## src/rtl/imu_fca_pkg.sv

```systemverilog
// Shared types, constants and the CRC byte step for the IMU frame checker.
package imu_fca_pkg;

    localparam int FRAME_BYTES_DEF = 41;
    localparam int MAX_PAYLOAD_DEF = 35;

    // Capture fields end at this byte; a shorter frame always fails.
    localparam int FIELDS_END = 36;

    localparam logic [15:0] CRC_POLY = 16'h1021;

    localparam logic [4:0] WARMUP_CAP = 5'd18;

    localparam logic signed [16:0] YAW_HALF   = 17'sd1800;
    localparam logic signed [16:0] PITCH_HALF = 17'sd18000;
    localparam logic signed [27:0] YAW_FULL   = 28'sd3600;
    localparam logic signed [31:0] PITCH_FULL = 32'sd36000;

    localparam logic signed [15:0] PREV_YAW_INIT   = 16'sd1800;
    localparam logic signed [15:0] PREV_PITCH_INIT = 16'sd18000;
    localparam logic signed [15:0] TURN_MAX        = 16'sh7FFF;
    localparam logic signed [15:0] TURN_MIN        = 16'sh8000;

    // One byte into a CRC-16, MSB first, no final xor.
    function automatic logic [15:0] crc_feed(input logic [15:0] crc, input logic [7:0] b);
        logic [15:0] c;
        c = crc ^ {b, 8'h00};
        for (int i = 0; i < 8; i++) begin
            c = c[15] ? ((c << 1) ^ CRC_POLY) : (c << 1);
        end
        return c;
    endfunction

    // CRC state after the two fixed header constants.
    localparam logic [15:0] CRC_SEED = crc_feed(crc_feed(16'h0000, 8'h5A), 8'hA5);

    // Frame summary handed from the deframer to the unwrapper.
    typedef struct packed {
        logic               ok;
        logic signed [15:0] yaw_raw;
        logic signed [15:0] pitch_raw;
        logic signed [15:0] yaw_rate;
        logic signed [15:0] pitch_rate;
    } frame_t;

    // One result item.
    typedef struct packed {
        logic               crc_ok;
        logic signed [27:0] yaw_angle;
        logic signed [31:0] pitch_angle;
        logic signed [15:0] yaw_rate;
        logic signed [15:0] pitch_rate;
        logic signed [15:0] yaw_turns;
        logic signed [15:0] pitch_turns;
        logic [15:0]        frames_seen;
    } result_t;

endpackage

```

## src/rtl/imu_frame_check_and_angle_unwrap.sv

```systemverilog
// Top level: IMU frame CRC check and yaw/pitch angle unwrap.
//
//   channel   direction   handshake          payload
//   s_        in          s_valid/s_ready    s_op, s_rx_byte
//   m_        out         m_valid/m_ready    m_crc_ok .. m_frames_seen
//   apb       in          psel/penable       paddr, pwdata, prdata
//
// One item per cycle sustained while no end-of-frame item is held: an item
// lands in the input register, then one pass of logic updates the frame
// state (one CRC byte step, field capture) or, for an end-of-frame item,
// loads the result register that drives m_valid, so an end-of-frame item
// passes the input register and then the result register.
// Byte items never stall; an end-of-frame item holds in the input register
// only while the previous result still waits for m_ready.
// Reset (aresetn low, synchronous) clears frame state and counters and sets
// warmup_frames to 12.
module imu_frame_check_and_angle_unwrap
    import imu_fca_pkg::*;
#(
    parameter int FRAME_BYTES = FRAME_BYTES_DEF,
    parameter int MAX_PAYLOAD = MAX_PAYLOAD_DEF
) (
    input  logic               aclk,
    input  logic               aresetn,
    // input items
    input  logic               s_valid,
    output logic               s_ready,
    input  logic               s_op,
    input  logic [7:0]         s_rx_byte,
    // result items
    output logic               m_valid,
    input  logic               m_ready,
    output logic               m_crc_ok,
    output logic signed [27:0] m_yaw_angle,
    output logic signed [31:0] m_pitch_angle,
    output logic signed [15:0] m_yaw_rate,
    output logic signed [15:0] m_pitch_rate,
    output logic signed [15:0] m_yaw_turns,
    output logic signed [15:0] m_pitch_turns,
    output logic [15:0]        m_frames_seen,
    // configuration
    input  logic               psel,
    input  logic               penable,
    input  logic               pwrite,
    input  logic [1:0]         paddr,
    input  logic [31:0]        pwdata,
    output logic [31:0]        prdata,
    output logic               pready
);

    localparam logic [4:0] WARMUP_RESET = 5'd12;

    logic       in_valid_reg;
    logic       in_op_reg;
    logic [7:0] in_byte_reg;
    logic       m_valid_reg;
    result_t    m_data_reg;
    logic [4:0] warmup_reg;

    logic       advance;
    logic       byte_en;
    logic       eof_en;
    frame_t     frame;
    result_t    res;

    // The single register sits at word 0; byte offset bits are ignored.
    assign pready = 1'b1;
    assign prdata = {27'b0, warmup_reg};

    always_ff @(posedge aclk) begin
        if (!aresetn) begin
            warmup_reg <= WARMUP_RESET;
        end else if (psel && penable && pwrite) begin
            warmup_reg <= pwdata[4:0];
        end
    end

    // Hold an end-of-frame item while the previous result is not yet taken.
    assign advance = in_valid_reg && !(in_op_reg && m_valid_reg && !m_ready);
    assign s_ready = !in_valid_reg || advance;
    assign byte_en = advance && !in_op_reg;
    assign eof_en  = advance && in_op_reg;

    always_ff @(posedge aclk) begin
        if (!aresetn) begin
            in_valid_reg <= 1'b0;
        end else if (s_valid && s_ready) begin
            in_valid_reg <= 1'b1;
        end else if (advance) begin
            in_valid_reg <= 1'b0;
        end
    end

    always_ff @(posedge aclk) begin
        if (s_valid && s_ready) begin
            in_op_reg   <= s_op;
            in_byte_reg <= s_rx_byte;
        end
    end

    imu_fca_deframe #(
        .FRAME_BYTES (FRAME_BYTES),
        .MAX_PAYLOAD (MAX_PAYLOAD)
    ) u_deframe (
        .aclk    (aclk),
        .aresetn (aresetn),
        .byte_en (byte_en),
        .rx_byte (in_byte_reg),
        .eof_en  (eof_en),
        .frame   (frame)
    );

    imu_fca_unwrap u_unwrap (
        .aclk          (aclk),
        .aresetn       (aresetn),
        .eof_en        (eof_en),
        .frame         (frame),
        .warmup_frames (warmup_reg),
        .res           (res)
    );

    // Result register: load on end of frame, drop valid once taken.
    always_ff @(posedge aclk) begin
        if (!aresetn) begin
            m_valid_reg <= 1'b0;
        end else if (eof_en) begin
            m_valid_reg <= 1'b1;
        end else if (m_ready) begin
            m_valid_reg <= 1'b0;
        end
    end

    always_ff @(posedge aclk) begin
        if (eof_en) begin
            m_data_reg <= res;
        end
    end

    assign m_valid       = m_valid_reg;
    assign m_crc_ok      = m_data_reg.crc_ok;
    assign m_yaw_angle   = m_data_reg.yaw_angle;
    assign m_pitch_angle = m_data_reg.pitch_angle;
    assign m_yaw_rate    = m_data_reg.yaw_rate;
    assign m_pitch_rate  = m_data_reg.pitch_rate;
    assign m_yaw_turns   = m_data_reg.yaw_turns;
    assign m_pitch_turns = m_data_reg.pitch_turns;
    assign m_frames_seen = m_data_reg.frames_seen;

    // The input side stalls only behind a blocked end-of-frame item.
    a_stall_cause: assert property (@(posedge aclk) disable iff (!aresetn)
        !s_ready |-> (in_valid_reg && in_op_reg && m_valid_reg && !m_ready))
        else $error("input stalled without a blocked end-of-frame item");

    // A byte item in the input register always moves on.
    a_byte_flows: assert property (@(posedge aclk) disable iff (!aresetn)
        (in_valid_reg && !in_op_reg) |-> advance)
        else $error("byte item held in input register");

    // A new result appears only after an end-of-frame item advanced.
    a_result_source: assert property (@(posedge aclk) disable iff (!aresetn)
        $rose(m_valid_reg) |-> $past(eof_en))
        else $error("result valid without end-of-frame item");

endmodule

```

## src/rtl/imu_fca_deframe.sv

```systemverilog
// Byte position tracking, running CRC, field capture and frame check.
module imu_fca_deframe
    import imu_fca_pkg::*;
#(
    parameter int FRAME_BYTES = FRAME_BYTES_DEF,
    parameter int MAX_PAYLOAD = MAX_PAYLOAD_DEF
) (
    input  logic       aclk,
    input  logic       aresetn,
    input  logic       byte_en,
    input  logic [7:0] rx_byte,
    input  logic       eof_en,
    output frame_t     frame
);

    localparam int POS_W = $clog2(FRAME_BYTES + 1);
    localparam logic [POS_W-1:0] POS_LAST   = POS_W'(FRAME_BYTES);
    localparam logic [POS_W-1:0] POS_FIELDS = POS_W'(FIELDS_END);
    localparam logic [15:0]      LEN_MAX    = 16'(MAX_PAYLOAD);

    logic [POS_W-1:0] pos_reg;
    logic [15:0]      len_reg;
    logic [15:0]      crc_reg;
    logic [15:0]      crc_rx_reg;
    logic [15:0]      pitch_rate_reg;
    logic [15:0]      yaw_rate_reg;
    logic [15:0]      pitch_raw_reg;
    logic [15:0]      yaw_raw_reg;

    logic [16:0] pos_ext;
    logic        in_payload;
    logic        take;

    assign pos_ext    = 17'(pos_reg);
    assign in_payload = (pos_ext >= 17'd6) && ((pos_ext - 17'd6) < {1'b0, len_reg});
    // Bytes past the frame limit are dropped.
    assign take       = byte_en && (pos_reg < POS_LAST);

    assign frame.ok = (len_reg <= LEN_MAX) && (pos_reg >= POS_FIELDS)
                   && (pos_ext >= (17'd6 + {1'b0, len_reg})) && (crc_reg == crc_rx_reg);
    assign frame.yaw_raw    = yaw_raw_reg;
    assign frame.pitch_raw  = pitch_raw_reg;
    assign frame.yaw_rate   = yaw_rate_reg;
    assign frame.pitch_rate = pitch_rate_reg;

    always_ff @(posedge aclk) begin
        if (!aresetn || eof_en) begin
            pos_reg        <= '0;
            len_reg        <= '0;
            crc_reg        <= '0;
            crc_rx_reg     <= '0;
            pitch_rate_reg <= '0;
            yaw_rate_reg   <= '0;
            pitch_raw_reg  <= '0;
            yaw_raw_reg    <= '0;
        end else if (take) begin
            pos_reg <= pos_reg + POS_W'(1);
            if (pos_reg == POS_W'(2)) begin
                crc_reg <= crc_feed(CRC_SEED, rx_byte);
                len_reg <= {8'h00, rx_byte};
            end else if (pos_reg == POS_W'(3)) begin
                crc_reg <= crc_feed(crc_reg, rx_byte);
                len_reg <= {rx_byte, len_reg[7:0]};
            end else if (pos_reg == POS_W'(4)) begin
                crc_rx_reg <= {8'h00, rx_byte};
            end else if (pos_reg == POS_W'(5)) begin
                crc_rx_reg <= {rx_byte, crc_rx_reg[7:0]};
            end else if (in_payload) begin
                crc_reg <= crc_feed(crc_reg, rx_byte);
            end
            if (pos_reg == POS_W'(16)) pitch_rate_reg[7:0]  <= rx_byte;
            if (pos_reg == POS_W'(17)) pitch_rate_reg[15:8] <= rx_byte;
            if (pos_reg == POS_W'(20)) yaw_rate_reg[7:0]    <= rx_byte;
            if (pos_reg == POS_W'(21)) yaw_rate_reg[15:8]   <= rx_byte;
            if (pos_reg == POS_W'(32)) pitch_raw_reg[7:0]   <= rx_byte;
            if (pos_reg == POS_W'(33)) pitch_raw_reg[15:8]  <= rx_byte;
            if (pos_reg == POS_W'(34)) yaw_raw_reg[7:0]     <= rx_byte;
            if (pos_reg == POS_W'(35)) yaw_raw_reg[15:8]    <= rx_byte;
        end
    end

endmodule

```

## src/rtl/imu_fca_unwrap.sv

```systemverilog
// Turn counters, warm-up count, frame count and held angles and rates.
module imu_fca_unwrap
    import imu_fca_pkg::*;
(
    input  logic       aclk,
    input  logic       aresetn,
    input  logic       eof_en,
    input  frame_t     frame,
    input  logic [4:0] warmup_frames,
    output result_t    res
);

    logic signed [15:0] prev_yaw_reg, prev_pitch_reg;
    logic signed [15:0] yaw_turn_reg, pitch_turn_reg;
    // Running 3600*turns and 36000*turns, so no multiplier is needed.
    logic signed [27:0] yaw_prod_reg;
    logic signed [31:0] pitch_prod_reg;
    logic [4:0]         warm_reg;
    logic [15:0]        frame_cnt_reg;
    logic signed [27:0] yaw_angle_reg;
    logic signed [31:0] pitch_angle_reg;
    logic signed [15:0] yaw_rate_reg, pitch_rate_reg;

    logic [4:0]         warm_next;
    logic [15:0]        frame_cnt_next;
    logic               force_zero;
    logic signed [16:0] yaw_diff, pitch_diff;
    logic signed [15:0] yaw_turn_next, pitch_turn_next;
    logic signed [27:0] yaw_prod_next;
    logic signed [31:0] pitch_prod_next;
    logic signed [27:0] yaw_angle_next;
    logic signed [31:0] pitch_angle_next;

    always_comb begin
        warm_next      = (warm_reg < WARMUP_CAP) ? warm_reg + 5'd1 : warm_reg;
        frame_cnt_next = frame_cnt_reg + 16'd1;
        force_zero     = warm_next < warmup_frames;

        yaw_diff   = {frame.yaw_raw[15], frame.yaw_raw} - {prev_yaw_reg[15], prev_yaw_reg};
        pitch_diff = {frame.pitch_raw[15], frame.pitch_raw}
                   - {prev_pitch_reg[15], prev_pitch_reg};

        yaw_turn_next = yaw_turn_reg;
        yaw_prod_next = yaw_prod_reg;
        if (yaw_diff > YAW_HALF && yaw_turn_reg != TURN_MAX) begin
            yaw_turn_next = yaw_turn_reg + 16'sd1;
            yaw_prod_next = yaw_prod_reg + YAW_FULL;
        end else if (yaw_diff < -YAW_HALF && yaw_turn_reg != TURN_MIN) begin
            yaw_turn_next = yaw_turn_reg - 16'sd1;
            yaw_prod_next = yaw_prod_reg - YAW_FULL;
        end

        pitch_turn_next = pitch_turn_reg;
        pitch_prod_next = pitch_prod_reg;
        if (pitch_diff > PITCH_HALF && pitch_turn_reg != TURN_MAX) begin
            pitch_turn_next = pitch_turn_reg + 16'sd1;
            pitch_prod_next = pitch_prod_reg + PITCH_FULL;
        end else if (pitch_diff < -PITCH_HALF && pitch_turn_reg != TURN_MIN) begin
            pitch_turn_next = pitch_turn_reg - 16'sd1;
            pitch_prod_next = pitch_prod_reg - PITCH_FULL;
        end

        if (force_zero) begin
            yaw_turn_next   = '0;
            yaw_prod_next   = '0;
            pitch_turn_next = '0;
            pitch_prod_next = '0;
        end

        yaw_angle_next   = 28'(frame.yaw_raw) - yaw_prod_next;
        pitch_angle_next = 32'(frame.pitch_raw) - pitch_prod_next;

        res.crc_ok      = frame.ok;
        res.frames_seen = frame_cnt_next;
        if (frame.ok) begin
            res.yaw_angle   = yaw_angle_next;
            res.pitch_angle = pitch_angle_next;
            res.yaw_rate    = frame.yaw_rate;
            res.pitch_rate  = frame.pitch_rate;
            res.yaw_turns   = yaw_turn_next;
            res.pitch_turns = pitch_turn_next;
        end else begin
            res.yaw_angle   = yaw_angle_reg;
            res.pitch_angle = pitch_angle_reg;
            res.yaw_rate    = yaw_rate_reg;
            res.pitch_rate  = pitch_rate_reg;
            res.yaw_turns   = yaw_turn_reg;
            res.pitch_turns = pitch_turn_reg;
        end
    end

    always_ff @(posedge aclk) begin
        if (!aresetn) begin
            prev_yaw_reg    <= PREV_YAW_INIT;
            prev_pitch_reg  <= PREV_PITCH_INIT;
            yaw_turn_reg    <= '0;
            pitch_turn_reg  <= '0;
            yaw_prod_reg    <= '0;
            pitch_prod_reg  <= '0;
            warm_reg        <= '0;
            frame_cnt_reg   <= '0;
            yaw_angle_reg   <= '0;
            pitch_angle_reg <= '0;
            yaw_rate_reg    <= '0;
            pitch_rate_reg  <= '0;
        end else if (eof_en) begin
            warm_reg      <= warm_next;
            frame_cnt_reg <= frame_cnt_next;
            if (frame.ok) begin
                prev_yaw_reg    <= frame.yaw_raw;
                prev_pitch_reg  <= frame.pitch_raw;
                yaw_turn_reg    <= yaw_turn_next;
                pitch_turn_reg  <= pitch_turn_next;
                yaw_prod_reg    <= yaw_prod_next;
                pitch_prod_reg  <= pitch_prod_next;
                yaw_angle_reg   <= yaw_angle_next;
                pitch_angle_reg <= pitch_angle_next;
                yaw_rate_reg    <= frame.yaw_rate;
                pitch_rate_reg  <= frame.pitch_rate;
            end
        end
    end

endmodule

```

## config.mk

```make
export PLATFORM = sky130hd
export DESIGN_NAME = imu_frame_check_and_angle_unwrap
export DESIGN_NICKNAME = d
export VERILOG_FILES = /design/src/rtl/imu_fca_pkg.sv /design/src/rtl/imu_frame_check_and_angle_unwrap.sv /design/src/rtl/imu_fca_deframe.sv /design/src/rtl/imu_fca_unwrap.sv
export SDC_FILE = /design/constraint.sdc
export NUM_CORES = 1
export LEC_CHECK = 0
export ABC_CLOCK_PERIOD_IN_PS = 7400
export BUFFER_PORTS_ARGS = -buffer_cell sky130_fd_sc_hd__buf_2
export CAP_MARGIN = 40
export CORE_UTILIZATION = 40
export CTS_CLUSTER_DIAMETER = 100
export CTS_CLUSTER_SIZE = 16
export DETAILED_ROUTE_END_ITERATION = 8
export GPL_TIMING_DRIVEN = 0
export PLACE_DENSITY_LB_ADDON = 0.25
export SETUP_SLACK_MARGIN = 0.3
export SLEW_MARGIN = 20
export SYNTH_ARGS = -nofsm -noshare
export SYNTH_HDL_FRONTEND = slang
export SYNTH_SLANG_ARGS = --single-unit
```

## constraint.sdc

```tcl
create_clock -name aclk -period 7.4 [get_ports aclk]
set_input_delay 1.48 -clock aclk [delete_from_list [all_inputs] [get_ports aclk]]
set_output_delay 1.48 -clock aclk [all_outputs]
set_load 0.005 [all_outputs]
```

==> results.py <==
metrics = {
    "finish": {
        "nets": 3963,
        "antennaDiodeCount": 0,
        "syn2layout_area_growth_pct": 14.1,
        "final_area_sq_um": 33300,
        "drive_gt1_share_pct": 10.8,
        "finalNonFillerCells": 4753,
        "finalCoreUtilization_pct": 46.3,
        "nFillCells": 7204,
    },
    "route": {
        "antenna_left": 0,
        "wl_per_cell_um": 20.1,
        "via_per_inst": 5.59,
        "vias": 26500,
        "first_pass_iters": 5,
        "drtIter0Drc": 2537,
        "route.detailed.drc": 0,
        "drt_wl_total_mm": 95.5,
    },
    "sta": {
        "min_period_ns": 6.87,
        "clock_skew_ns": 0.0570,
        "fin_ws_ns": 0.526,
        "relSlewSlack_pct": 38.2,
        "tns_ns": 0,
        "fmax_mhz": 145,
        "drv_slew": 0,
        "setup_violations": 0,
        "finalHoldViolCount": 0,
        "tightest_slew_ns": 0.926,
        "fin_crit_sh_pct": 92.9,
        "rsz0062_at_grt": "no",
    },
    "global_route": {
        "grt_pass1_wl_mm": 144,
        "grt_usage_pct": 25.0,
        "grt_use_met1_pct": 33.2,
        "grt_util_met3_pct": 2.64,
        "overflow": 0,
        "antenna_found_initial": 0,
        "grt_max_degree": 36,
        "grt-busiest-layer": "met2",
        "grt_pass1_vias": 24100,
        "use_met2_pct": 41.5,
    },
    "pwr": {
        "irDropWorstVdd_mv": 0.201,
        "p_leak_uw": 0.0129,
        "p_per_area_nw_per_um2": 157,
    },
    "die": {
        "die_h_um": 272,
        "fp-row-count": 98,
        "core_sq_um": 71900,
        "io_pins": 226,
        "die_w_um": 272,
        "die-area_sq_um": 74000,
        "start_util_pct": 40.6,
    },
    "clock_network": {
        "cts_tree": "built",
        "cts.path.max_buffers": 3,
        "cts_made_buffers": 39,
        "hold_buffers": 0,
        "cts-root-buf": "clkbuf_16",
        "clk_latency_ns": 0.62,
        "clkTransAtPathRegs_ns": 0.07,
        "htreeDepth": 2,
        "clock_sinks": 512,
    },
    "flow_run": {
        "max-cap-violations": 0,
    },
    "yosys": {
        "synth_flop_cell": "dfxtp_1",
        "ys_ff_latch": 512,
        "synth.most_common_cell": "nand2_1",
        "synth-edff-count": 150,
        "synth_area_per_cell_sq_um": 8.33,
        "synth_area_sq_um": 29100,
        "netlist_top_cells_area": "dfxtp_1 (25%), edfxtp_1 (15%), nand2_1 (7.2%), ha_1 (5.6%), a21oi_1 (4.9%)",
        "synth_cell_type_count": 95,
        "syn-instance-count": 3499,
        "yosysTopAreaCellShare_pct": 24.9,
        "yosysSeqAreaShare_pct": 40.3,
        "synth-async-reset-ratio_pct": 0,
        "yosysWarnings": 0,
        "yosysTopAreaCell": "dfxtp_1",
        "synthTopCellsByCount": "nand2_1 (558), dfxtp_1 (362), a21oi_1 (286), nor2_1 (260), o21ai_0 (221)",
    },
    "worst_setup_path": {
        "r2r-end": "m_yaw_angle[27]",
        "worst_ep_arrival_time_ns": 7.32,
        "end_kind": "flip-flop",
        "timing.rr.start": "u_deframe.yaw_raw_reg[4]",
        "max_stage_delay_ns": 0.54,
        "crit_slowest_cell": "or4_4",
        "criticalPathCategory": "reg2reg",
        "reg2regPathDepth": 28,
        "path_max_fanout": 10,
        "r2r_slack_ns": 0.53,
        "required_ns": 7.85,
        "startpoint_type": "flip-flop",
    },
    "hold_path": {
        "hold_depth": 2,
        "hold_end": "u_unwrap.pitch_rate_reg[1]",
        "hp-class": "reg2reg",
        "holdCritStartpoint": "u_unwrap.pitch_rate_reg[1]",
    },
    "outcome": {
        "status": "finished, final reports clean",
    },
    "placed_design": {
        "dpl.hpwl_mm": 71.3,
        "io_buffers": 167,
        "place_area_sq_um": 31700,
        "pre_cts_slack_ns": -0.861,
        "dpl.cell_count": 4677,
        "gp_congestion": 0.965,
    },
}
[where the power goes]
part           switching (uW)  internal, uW
sequential               10.5          2900
clock                    1100          1010
combinational             137          60.8
[worst max-delay path by stage]
| stage | slack [ns] | depth (start not counted) | from | end |
|---|---|---|---|---|
| finish | 0.53 | 28 | u_deframe.yaw_raw_reg[4] | m_yaw_angle[27] |
| global route | 0.28 | 26 | u_unwrap.prev_pitch_reg[1] | m_pitch_angle[31] |
| CTS | 0.30 | 28 | u_deframe.pitch_raw_reg[0] | m_pitch_angle[30] |
| detailed placement | -0.86 | 27 | u_unwrap.warm_reg[2] | m_pitch_angle[31] |
| global placement | -2.45 | 9 | m_ready | u_unwrap.frame_cnt_reg[8] |
| floorplan | 0.60 | 8 | m_ready | u_unwrap.frame_cnt_reg[10] |
[layout make-up]
cell class	count	area (sq um)	share of cell area (%)
clock buffer	58	1070	3.21
tap	950	1190	3.57
timing repair buffer	212	1340	4.04
inverter	114	428	1.29
sequential	512	11800	35.3
multi-input combinational	2644	16300	48.9
buffer	255	1160	3.48
clock inverter	8	71.3	0.214
[metal layers]
metal / up-vias / share of wire [%] / wire (um)
met1: 12700 / 43 / 41500
li1: 12800 / - / -
met4: 0 / 3.9 / 3690
met5: - / 0 / 0
met2: 866 / 46 / 44400
met3: 168 / 6.2 / 5910
[layout by cell type, fill, tap and decap left out, drive strengths merged, types with 14 or more instances in the layout]
cell | netlist | layout
nand2 | 558 | 558
dfxtp | 362 | 362
a21oi | 286 | 286
buf | 57 | 268
nor2 | 260 | 260
clkbuf | 198 | 257
o21ai | 227 | 227
edfxtp | 150 | 150
nand3 | 137 | 137
ha | 131 | 131
inv | 114 | 116
xnor2 | 108 | 108
xor2 | 101 | 101
mux2i | 66 | 66
nor3 | 64 | 64
and2 | 52 | 52
or3 | 45 | 45
a21o | 44 | 44
and3 | 39 | 39
o211ai | 32 | 32
nand2b | 31 | 31
nor2b | 31 | 31
o21a | 30 | 30
nor4 | 29 | 29
nand4 | 28 | 28
conb | 2 | 28
a31oi | 25 | 25
o31ai | 24 | 24
or2 | 24 | 24
a211oi | 22 | 22
a311oi | 15 | 15
a22o | 14 | 14
[cell families (layout without fill, tap and decap cells)]
family | Yosys count | after routing | share of synthesized area, %
AO/OA/AOI/OAI | 854 | 854 | 18.3
XOR/XNOR | 210 | 210 | 6.36
adder cells (fa/ha/maj) | 135 | 135 | 5.90
buffers and inverters | 369 | 647 | 5.24
flip-flops | 512 | 512 | 40.3
multiplexers | 72 | 72 | 2.50
other | 2 | 28 | 0.0258
AND/OR/NAND/NOR | 1345 | 1345 | 21.4
[critical path, delay by kind of cell (launching register included)]
| family | cells | cell delay [ns] |
|---|---|---|
| AOI/OAI and AO/OA | 13 | 2.93 |
| and+or+nand+nor | 7 | 1.54 |
| buffers and inverters | 4 | 0.89 |
| adders and majority gates | 2 | 0.56 |
| DFF | 1 | 0.40 |
| xor gates and xnor gates | 2 | 0.40 |
[repair_timing]
item,4_1_cts,5_1_grt
endpoints found under the hold margin,0,0
gates cloned,0,0
pin swaps,3,8
buffers inserted,4,4
gates resized for setup,39,49
setup endpoints to repair,48,20
[through the flow]
step | total power (uW) | hold WS (ns)
floorplan | 3080 | 0.421
global placement | 3170 | 0.433
detailed placement | 3170 | 0.435
CTS | 5260 | 0.453
global route | 5390 | 0.465
finish | 5220 | 0.453
(Power assumes the default switching activity.)
